File: config.mk
export PLATFORM = sky130hd
export DESIGN_NAME = tmap_div
export DESIGN_NICKNAME = d
export VERILOG_FILES = /design/src/tmap_pkg.sv /design/src/tmap_div.sv
export SDC_FILE = /design/constraint.sdc
export NUM_CORES = 2
export LEC_CHECK = 0
export BUFFER_PORTS_ARGS = -buffer_cell sky130_fd_sc_hd__buf_2
export CAP_MARGIN = 20
export CORE_ASPECT_RATIO = 0.6
export CORE_MARGIN = 10
export CORE_UTILIZATION = 35
export CTS_CLUSTER_DIAMETER = 120
export DETAILED_ROUTE_END_ITERATION = 6
export GPL_TIMING_DRIVEN = 1
export MAX_ROUTING_LAYER = met4
export PLACE_DENSITY = 0.58
export REMOVE_ABC_BUFFERS = 1
export SLEW_MARGIN = 20
export SYNTH_ARGS = -nofsm -noshare
export SYNTH_HDL_FRONTEND = slang
export SYNTH_SLANG_ARGS = --single-unit
export TNS_END_PERCENT = 10
File: constraint.sdc
create_clock -name clk -period 5.68 [get_ports clk]
set_input_delay 1.136 -clock clk [delete_from_list [all_inputs] [get_ports clk]]
set_output_delay 1.136 -clock clk [all_outputs]
set_load 0.01 [all_outputs]
File: src/tmap_pkg.sv
`timescale 1ns / 1ps
// ----------------------------------------------------------------------------
// Tone map package
// Curve coefficients and internal widths shared by the tone map modules.
// ----------------------------------------------------------------------------
package tmap_pkg;

  // Curve input, unsigned Q5.12, saturated at 16.0.
  localparam int XW       = 17;
  localparam int X_FRAC   = 12;
  // Product of sample (10 fraction bits) and exposure (8 fraction bits).
  localparam int P_FRAC   = 18;
  // Width of A*x + B and C*x + D terms.
  localparam int AXW      = 30;
  // Width of numerator and denominator, 36 fraction bits.
  localparam int NUMW     = 46;
  localparam int EXP_W    = 16;
  localparam logic [EXP_W-1:0] EXPOSURE_RESET = 16'd2560;

  // Coefficients rounded to 12 fraction bits.
  localparam logic [13:0] COEF_A = 14'd10281;
  localparam logic [13:0] COEF_B = 14'd123;
  localparam logic [13:0] COEF_C = 14'd9953;
  localparam logic [13:0] COEF_D = 14'd2417;
  localparam logic [13:0] COEF_E = 14'd573;

endpackage

File: src/tmap_div.sv
`timescale 1ns / 1ps
// ----------------------------------------------------------------------------
// Tone map pipelined divider
// Restoring division, one quotient bit per register stage, followed by a
// stage that limits the result to 1.0.
// ----------------------------------------------------------------------------
module tmap_div
  import tmap_pkg::*;
#(
  parameter int F  = 12,
  parameter int NW = NUMW + F + 2,
  parameter int DW = NUMW + 1
) (
  input  logic          clk,
  input  logic [F+2:0]  en,
  input  logic [NW-1:0] dividend,
  input  logic [DW-1:0] divisor,
  output logic [F:0]    result
);

  localparam int QW = F + 2;
  localparam int OW = F + 1;

  logic [NW-1:0] rem_s [QW];
  logic [DW-1:0] dv_s  [QW];
  logic [QW-1:0] quo_s [QW];

  // One stage per quotient bit, most significant first.
  for (genvar k = 0; k < QW; k++) begin : g_step
    logic [NW-1:0] rem_in;
    logic [DW-1:0] dv_in;
    logic [QW-1:0] quo_in;
    logic [NW-1:0] shifted;
    logic          take;

    if (k == 0) begin : g_first
      assign rem_in = dividend;
      assign dv_in  = divisor;
      assign quo_in = '0;
    end else begin : g_rest
      assign rem_in = rem_s[k-1];
      assign dv_in  = dv_s[k-1];
      assign quo_in = quo_s[k-1];
    end

    assign shifted = NW'(dv_in) << (QW - 1 - k);
    assign take    = (rem_in >= shifted);

    always_ff @(posedge clk) begin
      if (en[k]) begin
        rem_s[k] <= take ? (rem_in - shifted) : rem_in;
        dv_s[k]  <= dv_in;
        quo_s[k] <= quo_in | (QW'(take) << (QW - 1 - k));
      end
    end
  end

  // Final stage: limit to 1.0.
  always_ff @(posedge clk) begin
    if (en[QW]) begin
      result <= (quo_s[QW-1] > (QW'(1) << F)) ? (OW'(1) << F) : quo_s[QW-1][OW-1:0];
    end
  end

endmodule

---- Yosys cells after proc, flatten, opt, wreduce, memory -nomap -nowiden ----
Memories as Yosys holds them, arrays and structs flattened.
Cells that the tools add are included.
cells by class
  $add $sub $neg .......................... 14
  order comparisons ....................... 15
  muxes and demuxes ....................... 42
  bitwise logic cells ..................... 13
operators with widths
  cell              count
  $mux W60          14
  $ge A60 B47 Y1    1
  $ge A60 B48 Y1    1
  $ge A60 B49 Y1    1
  $ge A60 B50 Y1    1
  $ge A60 B51 Y1    1
  $ge A60 B52 Y1    1
  $ge A60 B53 Y1    1
  $ge A60 B54 Y1    1
  $ge A60 B55 Y1    1
  $ge A60 B56 Y1    1
  $ge A60 B57 Y1    1
  $ge A60 B58 Y1    1
  $ge A60 B59 Y1    1
  $ge A60 B60 Y1    1
  $sub A60 B47 Y60  1
  $sub A60 B48 Y60  1
  $sub A60 B49 Y60  1
  $sub A60 B50 Y60  1
  $sub A60 B51 Y60  1
  $sub A60 B52 Y60  1
  $sub A60 B53 Y60  1
  $sub A60 B54 Y60  1
  $sub A60 B55 Y60  1
  20 further kinds  47
word-level totals
  register bits after elaboration ......... 13
  RAM bits ................................ 1694
  output and inout bits ................... 13
  word-level logic and storage cells ...... 88
  memories ................................ 3
memory list
  memory  words  width  rd ports  clocked after Yosys merged registers in  wr ports  RTL line        RTL
  rem_s   14     60     13        0                                        14        tmap_div.sv:24  logic [NW-1:0] rem_s [QW];
  dv_s    14     47     13        0                                        14        tmap_div.sv:25  logic [DW-1:0] dv_s [QW];
  quo_s   14     14     14        0                                        14        tmap_div.sv:26  logic [QW-1:0] quo_s [QW];

---- Longest topological paths before layout ----
An unclocked memory read counts as a cell.
  word-level depth ........................ 3
  mapped depth ............................ 18

---- Least setup slack after synthesis ----
OpenSTA, ideal clock, no wires.
  path kind ............................... input -> register
  start ................................... in dividend[13]
  end ..................................... mem rem_s[0][57] in the netlist's numbering, data pin
  data arrival time ....................... 4247 ps
  required time ........................... 5420 ps
  setup slack ............................. 1174 ps
  cell stages on the path ................. 16
  path through ............................ inv_1 ha_1 inv_1 fa_1 a21o_1 a21o_1 a2111oi_2 nor3_1 o21bai_1 a311oi_1 a21oi_1 o21ai_1 a221oi_1 o211ai_1 xor2_1 mux2_2
RTL lines
  what             RTL line        RTL
  start, declared  tmap_div.sv:16  input logic [NW-1:0] dividend,
  end, declared    tmap_div.sv:24

==> reports/metrics.csv <==
stage,metric,value,unit
floorplanning,die height,414,µm
synth,"area leader, netlist",edfxtp_1,
clocking,# hold bufs at CTS,0,
floorplanning,Die X,676,µm
pwr,P_leak,40.5,nW
synth,top post-synthesis cells by area,"edfxtp_1, ha_1, a21oi_1",
outcome,outcome,"finished, final reports clean",
layout,most frequent cells in the layout,"edfxtp_1, inv_1, a21oi_1, nand2_1, ha_1",
setup_path,CP Cell Sequence,inv_1 > ha_1 > inv_1 > fa_1 > a21o_1 > a21oi_1 > o211a_1 > nor3_1 > a311oi_1 > o21ai_1 > a211oi_2 > nand3b_1 > o21ai_1 > a31o_2 > xnor2_1 > o21ai_0,
setup_path,r2r startpoint,rem_s[0][425],
setup_path,RR Endpoint,rem_s[1][49],
grt,vias in the first global route,62200,
timing,Final setup viols,0,
layout,area grow syn2layout,10.7,%
place,Detail Placement HPWL,178,mm
synth,Cells after Synth,8642,
timing,Worst-Margin Slew,1.05,ns
clocking,CTS Buffer Depth,4,
hold_path,HP Start,quo_s[1][23],
timing,Final Cycle Share,82.4,%
place,dpl cell area,95100,µm²
layout,Final nets,9513,
timing,Slew headroom,29.0,%
synth,Post-Syn Area,90500,µm²
timing,fin crit period,4.68,ns
synth,share of the synthesized area in the top cell type,50.1,%
clocking,PostCTS Resize Cnt,0,
setup_path,Critical Path Source Type,flip-flop,
route,post-DR vias/cell,5.19,
layout,"commonest non-fill, non-tap cell in the layout",edfxtp_1,
grt,first-pass GRT wire length,357,mm
clocking,"Reg clk slew, reported paths",0.06,ns
hold_path,Hold Path Depth,0,
grt,GRT Total Usage,16.2,%
route,first-iteration detailed-routing DRC count,5435,
clocking,cts bufs inserted,165,
timing,Layout Skew,0.0455,ns
synth,Yosys reg bits,1509,
synth,"EDFF count, synth",1509,
timing,Achievable Freq,214,MHz
layout,layout cells sized above 1,7.06,%
synth,Mapped Avg Cell Area,10.5,µm²
route,number of remaining DRC errors,0,
job,maxcap violations,0,
place,GPL Wtd Cong,0.910,
setup_path,Setup crit end kind,flip-flop,
grt,initial antenna violation count,3,
clocking,TritonCTS clock tree,built,
route,post-route ant nets,0,
clocking,H-Tree Depth,4,
hold_path,Hold Path Class,reg2reg,
setup_path,data required time of the critical path,6.23,ns
route,drt pass-1 iters,6,
setup_path,slowest cell delay on critical path,0.53,ns
timing,Pins Over Slew Limit,0,
place,Buffers on Ports,135,
grt,largest net degree at the start of global routing,121,
synth,async set-reset flop share out of synthesis,0,%
hold_path,hold endpoint,quo_s[1][37],
pwr,VDD IR max,214,µV
clocking,post-CTS setup buffers,0,
clocking,Root Driver,clkbuf_16,
pwr,Pwr per Cell Area,515,nW/µm²
setup_path,crit path kind,reg2reg,
clocking,clk sink count,1509,
setup_path,R2R depth,16,
floorplanning,die area,280000,µm²
clocking,Worst-Skew Late Latency,0.82,ns
setup_path,"reg-to-reg slack, setup",1.0,ns
timing,RSZ-0062 raised after global routing,false,
route,Routed WL,227,mm
floorplanning,core area,257000,µm²
setup_path,critical-path maximum fanout,3,
timing,Final Hold Fails,0,
floorplanning,Ports,136,
layout,FILL cells,24700,
layout,final instance area,100000,µm²
synth,Ys Warns,0,
floorplanning,Initial Utilization,35.2,%
synth,Main synth FF type,edfxtp_1,
setup_path,Crit-path slowest cell,a311oi_1,
route,routed vias,63700,
synth,post-synthesis sequential area ratio,50.1,%
synth,count of different cell masters after synthesis,104,
setup_path,critical path arrival,5.23,ns
floorplanning,Rows,144,
grt,grt total ovfl,0,
route,routed len/inst,18.5,µm
timing,Fin Hold WS,0.417,ns
[critical path, delay by kind of cell, from the launching register on]
kind            cells  cell delay, ns
compound gates      9            2.86
flops               1            0.40
buf+inv             2            0.14
xor+xnor            1            0.12
fa+ha+maj           2            0.56
simple gates        2            0.33
[stage by stage]
stage                     std cells  setup WS (ns)  power (mW)  util, %  setup TNS (ns)
after floorplan                8359          -2.62        34.9        -         -143.15
after global placement        12000          0.217        40.8     37.0               0
after detailed placement      12000          0.485        41.1     37.0               0
after CTS                     12300           1.06        51.8     39.0               0
after global routing          12300          0.765        55.4     39.0               0
final                         12300          0.999        51.6     39.0               0
[routing by layer]
metal  track usage (%)  up-vias  part of all wire [%]
li1                  -    31700                     -
met1              23.6    29900                    52
met2              23.5     1750                    41
met3              2.16      346                   4.8
met4              4.18        0                   2.7
met5                 -        -                     0
[cell families (layout without fill, tap and decap cells)]
family / count (synthesis) / in the layout / share of synthesized area [%]
other: 0 / 2 / 0
XOR/XNOR: 631 / 631 / 6.11
AO/OA/AOI/OAI: 2502 / 2502 / 17.3
flip-flops: 1509 / 1509 / 50.1
buffers and inverters: 1109 / 1300 / 4.68
multiplexers: 113 / 113 / 1.40
adder cells (fa/ha/maj): 671 / 671 / 9.39
AND/OR/NAND/NOR: 2107 / 2107 / 11.0
[report_power, final]
part | internal [mW] | switching, mW
sequential | 16.4 | 1.94
combinational | 9.49 | 13.3
clock | 5.95 | 4.49
[registers in the layout, summed over array words and instances, names as in the netlist]
name	cells
rem_s	780
dv_s	611
result	13
quo_s	105
[synthesized netlist by cell type (105+ instances only)]
master    instances
edfxtp_1       1509
inv_1           824
a21oi_1         773
nand2_1         754
ha_1            658
o21ai_0         638
nor2_1          488
a21o_1          458
xnor2_1         347
xor2_1          284
clkbuf_1        226
nand4_1         142
nand3_1         137
mux2_2          105
[worst max path at each step]
stage / slack (ns) / endpoint / cells after the start / startpoint
after global placement: 0.22 / rem_s[0][57] / 18 / dividend[13]
final: 1.0 / rem_s[1][49] / 16 / rem_s[0][425]
after CTS: 1.06 / rem_s[1][49] / 16 / rem_s[0][425]
after detailed placement: 0.49 / rem_s[0][57] / 18 / dividend[13]
after global routing: 0.77 / rem_s[1][57] / 16 / rem_s[0][425]
after floorplan: -2.62 / rem_s[1][177] / 13 / rem_s[1][64]
[final cells by class]
class / instances / area (µm²) / share of cell area [%]
clock inverter: 90 / 791 / 0.789
clock buffer: 191 / 4270 / 4.26
sequential: 1509 / 45300 / 45.2
antenna: 2 / 5.00 / 0.00500
inverter: 826 / 3100 / 3.09
tap: 3431 / 4290 / 4.29
timing repair buffer: 193 / 1380 / 1.38
multi-input combinational: 6024 / 41000 / 41.0
Power figures use the tool's default switching activity.
