**src/tmap_pkg.sv**
```systemverilog
`timescale 1ns / 1ps
// ----------------------------------------------------------------------------
// Tone map package
// Curve coefficients and internal widths shared by the tone map modules.
// ----------------------------------------------------------------------------
package tmap_pkg;

  // Curve input, unsigned Q5.12, saturated at 16.0.
  localparam int XW       = 17;
  localparam int X_FRAC   = 12;
  // Product of sample (10 fraction bits) and exposure (8 fraction bits).
  localparam int P_FRAC   = 18;
  // Width of A*x + B and C*x + D terms.
  localparam int AXW      = 30;
  // Width of numerator and denominator, 36 fraction bits.
  localparam int NUMW     = 46;
  localparam int EXP_W    = 16;
  localparam logic [EXP_W-1:0] EXPOSURE_RESET = 16'd2560;

  // Coefficients rounded to 12 fraction bits.
  localparam logic [13:0] COEF_A = 14'd10281;
  localparam logic [13:0] COEF_B = 14'd123;
  localparam logic [13:0] COEF_C = 14'd9953;
  localparam logic [13:0] COEF_D = 14'd2417;
  localparam logic [13:0] COEF_E = 14'd573;

endpackage

```
**src/tmap_curve.sv**
```systemverilog
`timescale 1ns / 1ps
// ----------------------------------------------------------------------------
// Tone map curve front end
// Exposure gain, saturation and the numerator and denominator polynomials
// of the rational curve, over four register stages.
// ----------------------------------------------------------------------------
module tmap_curve
  import tmap_pkg::*;
#(
  parameter int SW = 16,
  parameter int F  = 12,
  parameter int NW = NUMW + F + 2,
  parameter int DW = NUMW + 1
) (
  input  logic             clk,
  input  logic [3:0]       en,
  input  logic [SW-1:0]    sample,
  input  logic [EXP_W-1:0] exposure,
  output logic [NW-1:0]    dividend,
  output logic [DW-1:0]    divisor
);

  localparam int PW = SW + EXP_W;

  logic [PW-1:0]   prod;
  logic [XW-1:0]   x_next;
  logic [XW-1:0]   x;
  logic [AXW-1:0]  ax;
  logic [AXW-1:0]  cx;
  logic [NUMW-1:0] num;
  logic [NUMW-1:0] den;
  logic            sat;
  logic [P_FRAC+4:0] rnd;

  // Stage 1: exact exposure product.
  always_ff @(posedge clk) begin
    if (en[0]) prod <= PW'(sample) * PW'(exposure);
  end

  // Saturate at 16.0, otherwise round half up to 12 fraction bits.
  always_comb begin
    sat    = |prod[PW-1:P_FRAC+4];
    rnd    = {1'b0, prod[P_FRAC+3:0]} + (23'd1 << (P_FRAC - X_FRAC - 1));
    x_next = sat ? (XW'(1) << (X_FRAC + 4)) : rnd[P_FRAC+4:P_FRAC-X_FRAC];
  end

  // Stage 2: curve input and the inner linear terms.
  always_ff @(posedge clk) begin
    if (en[1]) begin
      x  <= x_next;
      ax <= AXW'(x_next) * AXW'(COEF_A) + (AXW'(COEF_B) << X_FRAC);
      cx <= AXW'(x_next) * AXW'(COEF_C) + (AXW'(COEF_D) << X_FRAC);
    end
  end

  // Stage 3: numerator and denominator.
  always_ff @(posedge clk) begin
    if (en[2]) begin
      num <= NUMW'(x) * NUMW'(ax);
      den <= NUMW'(x) * NUMW'(cx) + (NUMW'(COEF_E) << (2 * X_FRAC));
    end
  end

  // Stage 4: dividend and divisor for the rounded ratio.
  always_ff @(posedge clk) begin
    if (en[3]) begin
      dividend <= (NW'(num) << (F + 1)) + NW'(den);
      divisor  <= DW'(den) << 1;
    end
  end

endmodule

```
**config.mk**
```make
export PLATFORM = sky130hd
export DESIGN_NAME = tmap_curve
export DESIGN_NICKNAME = d
export VERILOG_FILES = /design/src/tmap_pkg.sv /design/src/tmap_curve.sv
export SDC_FILE = /design/constraint.sdc
export NUM_CORES = 2
export LEC_CHECK = 0
export BUFFER_PORTS_ARGS = -buffer_cell sky130_fd_sc_hd__buf_2
export CORE_ASPECT_RATIO = 1.1
export CORE_MARGIN = 4
export CORE_UTILIZATION = 29
export CTS_BUF_LIST = sky130_fd_sc_hd__clkbuf_8
export DETAILED_ROUTE_END_ITERATION = 12
export MAX_ROUTING_LAYER = met4
export REMOVE_ABC_BUFFERS = 1
export SETUP_SLACK_MARGIN = 0.15
export SLEW_MARGIN = 10
export SYNTH_ARGS = -nofsm -noshare
export SYNTH_HDL_FRONTEND = slang
export SYNTH_SLANG_ARGS = --single-unit
```
**constraint.sdc**
```tcl
create_clock -name clk -period 7.6 [get_ports clk]
set_input_delay 0.38 -clock clk [delete_from_list [all_inputs] [get_ports clk]]
set_output_delay 0.38 -clock clk [all_outputs]
set_load 0.005 [all_outputs]
```
## Yosys cells after proc, flatten, opt, wreduce, memory -nomap -nowiden

Index checks and enable logic that the tools add are counted.

| operators by class | value |
|---|---|
| add/subtract/negate cells | 5 |
| multiply operators | 5 |
| muxes and demuxes | 1 |
| reductions and logical operators | 1 |

Operators with widths:

| operator | count |
|---|---|
| $mul 17x30->46 | 2 |
| $add 59x46->60 | 1 |
| $mul 17x14->30 const B | 2 |
| $add 46x34->46 const B | 1 |
| $mul 16x16->32 | 1 |
| $add 30x19->30 const B | 1 |
| $add 30x24->30 const B | 1 |
| $add 22x6->23 const B | 1 |
| $mux 17 | 1 |
| $reduce_or 10->1 | 1 |

| word-level totals | value |
|---|---|
| register bits | 307 |
| input bits | 37 |
| output and inout bits | 107 |
| word-level logic and storage cells | 20 |

## Depth between registers and ports, before layout

| logic depth | value |
|---|---|
| word-level depth | 4 |
| depth in mapped cells | 28 |
| depth with buffers taken out | 27 |

## Worst setup path after synthesis

No wires, ideal clock.

| path | value |
|---|---|
| kind | reg-to-reg |
| start | reg prod[5] |
| end | reg cx[29] (data pin) |
| library setup time | 0.260 ns |
| arrival | 6.662 ns |
| data required time | 7.340 ns |
| setup slack | 0.678 ns |
| stages on the path, launching flop included | 29 |
| buffers on the path | 1 |
| clock period less this slack | 6.922 ns |
| cell sequence | edfxtp_1 -> ha_1 -> and3_1 -> and3_1 -> clkbuf_1 -> nand3_1 -> xor2_1 -> nor2_1 -> inv_1 -> fa_1 -> inv_1 -> fa_1 -> inv_1 -> fa_1 -> inv_1 -> fa_1 -> fa_1 -> ha_1 -> ha_1 -> nand2_1 -> nor2_1 -> a21oi_1 -> a31oi_1 -> o41a_1 -> a41o_1 -> o41ai_2 -> o21bai_1 -> a21oi_1 -> xnor2_1 |

| between the ends | value |
|---|---|
| cells in the longest elaborated chain, start to end | 4 |

RTL lines:

| item | RTL line | source |
|---|---|---|
| start: declaration | tmap_curve.sv:25 | `logic [PW-1:0] prod;` |
| start signal: assignment | tmap_curve.sv:37 | `if (en[0]) prod <= PW'(sample) * PW'(exposure);` |
| $add 22x6->23 | tmap_curve.sv:43 | `rnd = {1'b0, prod[P_FRAC+3:0]} + (23'd1 << (P_FRAC - X_FRAC - 1));` |
| $mux 17 | tmap_curve.sv:44 | `x_next = sat ? (XW'(1) << (X_FRAC + 4)) : rnd[P_FRAC+4:P_FRAC-X_FRAC];` |
| net x_next[7] | tmap_curve.sv:26 | `logic [XW-1:0] x_next;` |
| $mul 17x14->30 | tmap_curve.sv:52 | `cx <= AXW'(x_next) * AXW'(COEF_C) + (AXW'(COEF_D) << X_FRAC);` |
| $add 30x24->30 | tmap_curve.sv:52 |  |
| end signal: assignment | tmap_curve.sv:52 |  |
| end: declaration | tmap_curve.sv:29 | `logic [AXW-1:0] cx;` |

The timed path passes the listed nets, and every way through them passes these cells.
A chain may end at the register's enable or synchronous reset.

## Worst setup path after layout

| path | value |
|---|---|
| start | reg cx[5] |
| end | reg den[37] (data pin) |

| between the ends | value |
|---|---|
| cells in the longest elaborated chain, start to end | 2 |

RTL lines:

| item | RTL line | source |
|---|---|---|
| $mul 17x30->46 | tmap_curve.sv:60 | `den <= NUMW'(x) * NUMW'(cx) + (NUMW'(COEF_E) << (2 * X_FRAC));` |
| $add 46x34->46 | tmap_curve.sv:60 |  |
| end signal: assignment | tmap_curve.sv:60 |  |
| end: declaration | tmap_curve.sv:31 | `logic [NUMW-1:0] den;` |

No other way between the ends.

==> results.cfg <==
[timing]
maxSlewViolCount = 0
rsz0062_at_grt = yes
worstMarginPinSlew_ns = 1.20
max-slew-margin-rel_pct = 20.0
hold-worst-slack_ns = 0.142
setup_viol = 0
fin_crit_sh_pct = 94.1
final_hold_viol_count = 0
period_minus_slack_ns = 7.15
max_freq_mhz = 140
skew_ns = 0.0782
setup_tns_ns = 0

[synth]
mappedNetlistArea_mm2 = 0.0578
synth_edf_count = 276
async_flop_share_pct = 0
synth_top_area_share_pct = 39.0
yosysSeqAreaShare_pct = 14.3
syn_inst = 6011
synth_cell_type_count = 77
synth_area_leaders = fa_1 39%, edfxtp_1 14%, ha_1 14%, inv_1 9.4%, nand2_1 5.4%
yosys.area.top_type = fa_1
avgSynthCellArea_um2 = 9.62
ys_seq_elements = 276
ys.warnings.count = 0
dominantRegCellSynth = edfxtp_1

[power_and_ir_drop]
leakage_nw = 32.0
power.total_mw = 18.2
power_density_mw_per_mm2 = 287
max-vdd-ir-drop_mv = 0.316

[critical_path]
startpoint = cx[5]$_DFFE_PP_
required_ns = 8.10
crit_top_cell = fa_1
path_cells = buf_4 -> nand2_1 -> fa_1 -> inv_1 -> fa_1 -> fa_1 -> fa_1 -> fa_1 -> inv_1 -> fa_1 -> inv_1 -> ha_1 -> a21oi_1 -> o21ai_1 -> a221oi_1 -> o21ai_0 -> a21oi_1 -> buf_4 -> o211ai_1 -> and2_1 -> a21o_1 -> a21oi_1 -> xnor2_1
cp_num_buf_inv = 5
crit_slowest_cell = edfxtp_1
critPathArrivalTime_ns = 7.65
cp-end-kind = flop
path_max_fanout = 13
cpPeakStageDelay_ns = 0.79
startpoint_type = flop
endpoint = den[37]$_DFFE_PP_
rrSetupSlack_ns = 0.45
r2r_cells = 23
cp.depth = 23
cp_top_family = adder cells
regToRegEndpoint = den[37]$_DFFE_PP_
path_class = flop to flop
r2r_start = cx[5]$_DFFE_PP_

[route]
num_vias = 40600
drc = 0
drt_iter0_drc = 2190
via_per_inst = 4.62
ant_nets = 0
first_pass_iters = 5
finalWirelength_mm = 146
avgRoutedWirePerCell_um = 16.6

[floorplan]
die_area_mm2 = 0.207
die_w_um = 434
die-height_um = 476
initial_utilization_pct = 29.2
io_pins = 144
rows = 171
core_area_mm2 = 0.198

[final_layout]
fillers = 20200
syn_to_final_growth_pct = 9.73
fin_nets = 7937
drive_gt1_share_pct = 7.05
post-route-util_pct = 32.1

[worst_hold_path]
hold_path.class = primary input to flop
holdPathStages = 1

[grt]
grt_usage_pct = 14.9
top_usage_layer = met2
use_met3_pct = 1.95
grt_pass1_wl_mm = 239
grt_pass1_vias = 44500
antenna_found_initial = 9
globalRouteMet2Util_pct = 25.9
grt_overflow = 0
met1_usage_pct = 17.8
grt_max_degree = 93

[cts]
htreeDepth = 2
cts_tree = built
cts_sinks = 276
numCtsBuffers = 53
clock_path_buffers = 3
cts-root-buf = clkbuf_8
postCtsHoldBufs = 0
clkLatencyLatePin_ns = 0.75
clkSlewWorstSetupHoldPaths_ns = 0.06

[placement]
gp_congestion = 0.875
dpl.hpwl_mm = 118
port_buffers = 140

[status]
status = finished clean

[job]
cap_violations = 0
cell families (layout without fill, tap and decap cells):
logic type,after synthesis,after routing,synth area share (%)
muxes,1,1,0.0173
DFF,276,276,14.3
AOI/OAI and AO/OA,462,462,5.39
other,1,11,0.00649
buffers and inverters,1681,1849,11.1
adders and majority gates,1757,1757,52.6
and+or+nand+nor,1623,1623,13.4
xor gates and xnor gates,210,210,3.18
cells in the mapped netlist, drive strengths merged (4+ instances only):
cell       n
and3      27
xnor2    153
clkbuf   212
nand2    837
or2       10
nand4     20
nor4       9
fa      1125
xor2      57
a211o      4
a21oi    154
nor2     112
ha       632
o21ai     78
inv     1449
a211oi    12
a41oi      7
a31oi     17
nor2b     17
and2     473
nand2b    30
edfxtp   276
o21a      24
a221oi     8
o21bai    17
and4       7
buf       19
a21o      88
o211ai     7
or3        4
nor3      27
o31a       4
a311oi     6
nand3     41
o31ai      6
how the worst min path moves through the flow:
stage                            from                      to  slack [ns]
finish                          en[2]       den[24]$_DFFE_PP_        0.14
global route                    en[2]        num[0]$_DFFE_PP_        0.13
CTS                             en[2]       den[24]$_DFFE_PP_        0.07
detailed placement  den[11]$_DFFE_PP_  dividend[11]$_DFFE_PP_        0.40
global placement     den[3]$_DFFE_PP_   dividend[3]$_DFFE_PP_        0.40
floorplan           den[10]$_DFFE_PP_  dividend[10]$_DFFE_PP_        0.40
layout by cell type (no fill, tap or decap), types with 53 or more instances in the layout:
master / Yosys / layout
xor2_1: 57 / 56
a21oi_1: 150 / 150
nand2_1: 837 / 837
xnor2_1: 153 / 152
ha_1: 632 / 632
fa_1: 1125 / 1125
buf_4: 17 / 151
a21o_1: 88 / 88
buf_2: 0 / 138
and2_1: 473 / 473
edfxtp_1: 276 / 276
nor2_1: 112 / 112
clkbuf_8: 0 / 53
inv_1: 1449 / 1452
o21ai_0: 69 / 68
state kept, by name (all words and copies together) (netlist names):
register  cells
ax           27
cx           25
den          43
dividend     59
divisor      33
num          45
prod         27
x            17
power by group:
group          leakage (nW)  total, mW  switching, mW  internal, mW
Combinational          28.7       13.5           8.00          5.49
Clock                 0.547       1.57          0.743         0.824
Sequential             2.74       3.16          0.332          2.83
Total                  32.0       18.2           9.07          9.14
stage by stage:
step	instances	area, um2	setup WS (ns)
CTS	8726	62900	0.180
global placement	8631	61800	0.201
global route	8782	63400	0.122
detailed placement	8631	61800	0.144
finish	8784	63400	0.452
floorplan	5781	56900	0.681
what timing repair did:
item | 4_1_cts | 5_1_grt
buffers inserted | 2 | 50
resized for setup | 0 | 14
hold endpoints to repair | 0 | 0
setup endpoints to repair | 2 | 20
per-layer routing:
metal  wire (um)  share of wire [%]  vias to the layer above
met4        5040                3.4                        0
li1            -                  -                    18400
met2       73500                 50                     1137
met5           0                  0                        -
met1       59500                 41                    20800
met3        8090                5.5                      264
layout make-up:
cell class,instances,area (um2),area share (%)
antenna,8,20.0,0.0316
inverter,1449,5440,8.58
multi-input combinational,4056,43200,68.1
tap,2595,3250,5.12
timing repair buffer,307,2180,3.44
clock inverter,40,324,0.511
sequential,276,8290,13.1
clock buffer,53,729,1.15
Power figures use the tool's default switching activity.
